===== config.mk =====
export PLATFORM = sky130hd
export DESIGN_NAME = tcsb_front
export DESIGN_NICKNAME = d
export VERILOG_FILES = /design/src/sv/tcsb_pkg.sv /design/src/sv/tcsb_front.sv
export SDC_FILE = /design/constraint.sdc
export NUM_CORES = 1
export LEC_CHECK = 0
export BUFFER_PORTS_ARGS = -buffer_cell sky130_fd_sc_hd__buf_4
export CORE_UTILIZATION = 30
export CTS_CLUSTER_SIZE = 25
export DETAILED_ROUTE_END_ITERATION = 8
export SLEW_MARGIN = 25
export SYNTH_ARGS = -nofsm -noshare
export SYNTH_HDL_FRONTEND = slang
export SYNTH_SLANG_ARGS = --single-unit
export TNS_END_PERCENT = 5

===== constraint.sdc =====
create_clock -name clk_i -period 2.2 [get_ports clk_i]
set_input_delay 0.55 -clock clk_i [delete_from_list [all_inputs] [get_ports clk_i]]
set_output_delay 0.55 -clock clk_i [all_outputs]
set_load 0.03 [all_outputs]

===== src/sv/tcsb_pkg.sv =====
// shared types, constants and codes for the text console scrollback buffer
`default_nettype none
package tcsb_pkg;

  localparam int LINES_DEF   = 512;
  localparam int COLUMNS_DEF = 80;

  // config register indexes
  localparam logic [1:0] CFG_ATTR = 2'd0;
  localparam logic [1:0] CFG_ROWS = 2'd1;
  localparam logic [1:0] CFG_DISP = 2'd2;

  localparam logic [7:0] ATTR_RST = 8'd15;
  localparam logic [9:0] ROWS_RST = 10'd25;
  localparam logic       DISP_RST = 1'b1;

  // request op codes
  localparam logic [2:0] OP_CHAR   = 3'd0;
  localparam logic [2:0] OP_SCR_UP = 3'd1;
  localparam logic [2:0] OP_SCR_DN = 3'd2;
  localparam logic [2:0] OP_CLEAR  = 3'd3;
  localparam logic [2:0] OP_READ   = 3'd4;

  // control characters
  localparam logic [7:0] CH_BS    = 8'd8;
  localparam logic [7:0] CH_NL    = 8'd10;
  localparam logic [7:0] CH_CR    = 8'd13;
  localparam logic [7:0] CH_SPACE = 8'h20;

  typedef enum logic [3:0] {
    K_PRINT,
    K_NEWLINE,
    K_RETURN,
    K_BACKSPACE,
    K_SCROLL_UP,
    K_SCROLL_DOWN,
    K_CLEAR,
    K_READ,
    K_NOP
  } kind_e;

  typedef struct packed {
    kind_e      kind;
    logic [7:0] ch;
    logic [8:0] line_offset;
    logic [6:0] column;
  } cmd_t;

  typedef struct packed {
    logic [7:0] cell_attribute;
    logic [9:0] rows_shown;
    logic       display_on;
  } cfg_t;

endpackage
`default_nettype wire


===== src/sv/tcsb_front.sv =====
// request intake: decode into commands and a two-entry command queue
`default_nettype none
module tcsb_front
  import tcsb_pkg::*;
(
  input  wire logic       clk_i,
  input  wire logic       rst_ni,
  input  wire logic       in_valid_i,
  output logic            in_ready_o,
  input  wire logic [2:0] op_i,
  input  wire logic [7:0] char_code_i,
  input  wire logic [8:0] line_offset_i,
  input  wire logic [6:0] column_i,
  output logic            cmd_valid_o,
  input  wire logic       cmd_ready_i,
  output cmd_t            cmd_o
);

  cmd_t       q_mem_q [2];
  cmd_t       dec;
  logic       wp_q, wp_d, rp_q, rp_d;
  logic [1:0] cnt_q, cnt_d;
  logic       push, pop;

  always_comb begin
    dec.ch          = char_code_i;
    dec.line_offset = line_offset_i;
    dec.column      = column_i;
    dec.kind        = K_NOP;
    unique case (op_i)
      OP_CHAR: begin
        if (char_code_i == CH_NL) dec.kind = K_NEWLINE;
        else if (char_code_i == CH_CR) dec.kind = K_RETURN;
        else if (char_code_i == CH_BS) dec.kind = K_BACKSPACE;
        else dec.kind = K_PRINT;
      end
      OP_SCR_UP: dec.kind = K_SCROLL_UP;
      OP_SCR_DN: dec.kind = K_SCROLL_DOWN;
      OP_CLEAR:  dec.kind = K_CLEAR;
      OP_READ:   dec.kind = K_READ;
      default:   dec.kind = K_NOP;
    endcase
  end

  assign in_ready_o  = (cnt_q != 2'd2);
  assign cmd_valid_o = (cnt_q != 2'd0);
  assign cmd_o       = q_mem_q[rp_q];
  assign push        = in_valid_i && in_ready_o;
  assign pop         = cmd_ready_i && cmd_valid_o;

  always_comb begin
    wp_d  = push ? ~wp_q : wp_q;
    rp_d  = pop ? ~rp_q : rp_q;
    cnt_d = cnt_q + 2'(push) - 2'(pop);
  end

  always_ff @(posedge clk_i or negedge rst_ni) begin
    if (!rst_ni) begin
      wp_q  <= 1'b0;
      rp_q  <= 1'b0;
      cnt_q <= 2'd0;
    end else begin
      wp_q  <= wp_d;
      rp_q  <= rp_d;
      cnt_q <= cnt_d;
    end
  end

  always_ff @(posedge clk_i) begin
    if (push) begin
      q_mem_q[wp_q] <= dec;
    end
  end

endmodule
`default_nettype wire


==> summary.md <==
| Metric | Value |
|---|---|
| Yosys warning count | `0` |
| Post-Syn Area per Cell | `20.02 um2` |
| Wl on met1 | `1872 um` |
| Detail Placement HPWL | `2812 um` |
| Most frequent CP cell | `buf_4` |
| Die Width | `90.74 um` |
| Unrepaired setup endpoints after global routing | `false` |
| Crit end category | `output port` |
| Met2 WL | `1926 um` |
| WL met3 | `339 um` |
| Share of layout cells above drive strength 1 | `0.4670` |
| Switching pwr | `0.001505 W` |
| Final setup TNS | `0 ps` |
| Max clock buf depth | `2` |
| Yosys cell types | `24` |
| I/O pins | `61` |
| Setup WS post-layout | `139.3 ps` |
| CP Cell Sequence | `buf_4 -> mux2_1 -> buf_4` |
| Setup CP Type | `reg2out` |
| # DRC | `0` |
| Tcrit/Tclk final | `0.9367` |
| Worst Max-Slew Pin Slew | `408.2 ps` |
| Startpoint class of the critical path | `register` |
| Final min period | `2061 ps` |
| Int Pwr | `0.003026 W` |
| Routed vias | `1286` |
| Switching share of power | `0.3321` |
| Worst VDD drop | `0.0007304 V` |
| Die Y | `90.74 um` |
| Critical path data arrival time | `1510 ps` |
| Antenna violations before repair | `0` |
| Skew final | `4.729 ps` |
| CTS root buf | `clkbuf_8` |
| Wire per inst | `14.17 um` |
| Commonest cells after routing, fill and taps aside | `65 x buf_4, 56 x edfxtp_1, 18 x mux2_1` |
| Fillers | `702` |
| Syn Nets | `151` |
| Area of the multi-input gates | `551.8 um2` |
| Starting Density | `0.3172` |
| Placer congestion estimate | `0.7168` |
| Setup-failing EPs final | `0` |
| Register area | `1782 um2` |
| Crit path largest cell delay | `370 ps` |
| CTS sink count | `60` |
| Highest Clock Rate | `0.4853 GHz` |
| Commonest non-fill, non-tap cell in the layout | `buf_4` |
| Rows | `31` |
| Cells after Synth | `118` |
| Inserted Diodes | `0` |
| Number of synthesized register bits | `60` |
| First-pass GRT wire length | `6755 um` |
| CTS tree | `done` |
| CTS buffer count | `9` |
| Final #Nets | `225` |
| Power per cell area | `1421 nW/um2` |
| DR iter-0 viols | `36` |
| Outcome | `finished, final reports clean` |
| Logic pwr share | `0.384` |
| Relative slew slack | `0.7279` |
| Total gr overflow | `0` |
| Routed WL | `4195 um` |
| Final Slew Violations | `0` |
| Reg power frac | `0.363` |
| Core area | `7447 um2` |
| Pin count of the biggest net entering global routing | `29` |
| Crit path required time | `1650 ps` |
| Top delay family on crit path | `buffers and inverters` |
| Vias per Instance | `4.345` |
| Max-cap check violation count | `0` |
| Total track usage | `0.1113` |
| Min-Delay Path Class | `in2reg` |
| First-pass iteration count of the detailed router | `4` |
| Pre-CTS setup slack | `461.3 ps` |
| P_leak | `1.229 nW` |
| Buffers on Ports | `60` |
| CP max-delay cell | `mux2_1` |
| Uppermost layer routed | `met4` |
| Crit-path max FO | `19` |
| Total Power | `0.004531 W` |
| Hold Vio Cnt, Final | `0` |
| Vias in the first global route | `1367` |
| Post-synthesis cell area | `2362 um2` |
| Seq/Total Area, Yosys | `0.7542` |
| Area grow syn2layout | `35.01%` |
| Final ANT Viol Nets | `0` |
| Buf/Inv on CP | `2` |
| Die area | `8233 um2` |
| Clk network pwr share | `0.253` |
| Later-pin clock latency in the skew report | `330 ps` |
| H-tree levels | `3` |
| Clk slew on worst S/H paths | `60 ps` |
[worst reg2reg max path, delay by kind of cell, from the launching register on]
kind | cells | cell delay [ps]
buffers and inverters | 1 | 40
and+or+nand+nor | 2 | 420
adders and majority gates | 2 | 450
DFF | 1 | 410
xor gates and xnor gates | 2 | 250
[path summary, 6_finish.rpt]
kind                                    start                 endpoint  slack (ps)  cells after the start
min reg2reg                cnt_q[1]$_DFF_PN0_       cnt_q[1]$_DFF_PN0_         500                      1
max reg2reg                cnt_q[1]$_DFF_PN0_       cnt_q[1]$_DFF_PN0_         530                      7
max                          rp_q$_DFFE_PN0P_                cmd_o[25]         140                      3
min                               column_i[0]  q_mem_q[1][0]$_DFFE_PP_         400                      1
min in group asynchronous              rst_ni         rp_q$_DFFE_PN0P_         560                      2
max in group asynchronous              rst_ni         wp_q$_DFFE_PN0N_        1530                      2
[kinds of logic (layout without fill, tap and decap cells)]
kind of cell	after synthesis	count (layout)	synth area share
buffers and inverters	4	83	0.01324
AO/OA/AOI/OAI	3	3	0.009533
multiplexers	28	28	0.1494
adder cells (fa/ha/maj)	2	2	0.01059
flip-flops	60	60	0.7542
AND/OR/NAND/NOR	16	16	0.04450
XOR/XNOR	5	5	0.01854
[synth_stat cells]
cell type	instances	area, um2
xnor2_1	4	35.03
nor2b_1	1	6.260
buf_2	1	5.000
nand4_1	1	6.260
nand2_1	3	11.26
nor2_1	3	11.26
mux2_4	10	150.1
or2_1	1	6.260
a211oi_1	2	15.01
xor2_1	1	8.760
and2_4	1	8.760
o211ai_1	1	7.510
nor3_4	1	16.27
ha_1	2	25.02
mux2_1	18	202.7
inv_1	1	3.750
and3_1	1	6.260
nand2b_1	1	6.260
buf_6	2	22.52
edfxtp_1	56	1682
nor4_1	1	6.260
nor4b_2	1	15.01
nor3_1	1	5.000
dfrtp_1	4	100.1
[layer usage]
layer	vias to the layer above	global-route usage
met4	0	0.05645
met1	613	0.1335
met2	59	0.1730
met5	-	0
met3	7	0.04377
li1	607	-
[area by class of cell]
cell class                 count  share of cell area
tap                           99             0.03884
clock inverter                 6             0.03217
multi-input combinational     54              0.1730
timing repair buffer          66              0.1561
sequential                    60              0.5587
inverter                       1            0.001177
clock buffer                  10             0.04002
[state kept, by name (all words and copies together) (netlist names)]
| register | cells |
|---|---|
| cnt_q | 2 |
| q_mem_q | 56 |
| rp_q | 1 |
| wp_q | 1 |
[power groups by stage]
stage                     logic (W)  clock network, W  registers [W]
final                       0.00174           0.00115        0.00164
after global routing        0.00187           0.00123        0.00167
after CTS                   0.00178           0.00118        0.00165
after detailed placement    0.00177                 0        0.00167
after global placement      0.00176                 0        0.00166
after floorplan             0.00119                 0        0.00165
[stage by stage]
step	std cells	hold WS, ps	cell area, um2	utilization
final	296	405.0	3189	0.4283
after global routing	296	381.9	3189	0.4283
after CTS	296	387.5	3189	0.4283
after detailed placement	279	355.0	2949	0.3960
after global placement	279	353.8	2949	0.3960
after floorplan	118	254.4	2365	-
[repair_timing]
item                      in CTS  in global routing
hold endpoints to repair       4                  0
setup buffers                  0                  0
hold buffers                   1                  0
gates resized for setup        0                  0
Note: power is estimated with default switching activity, not from simulation.
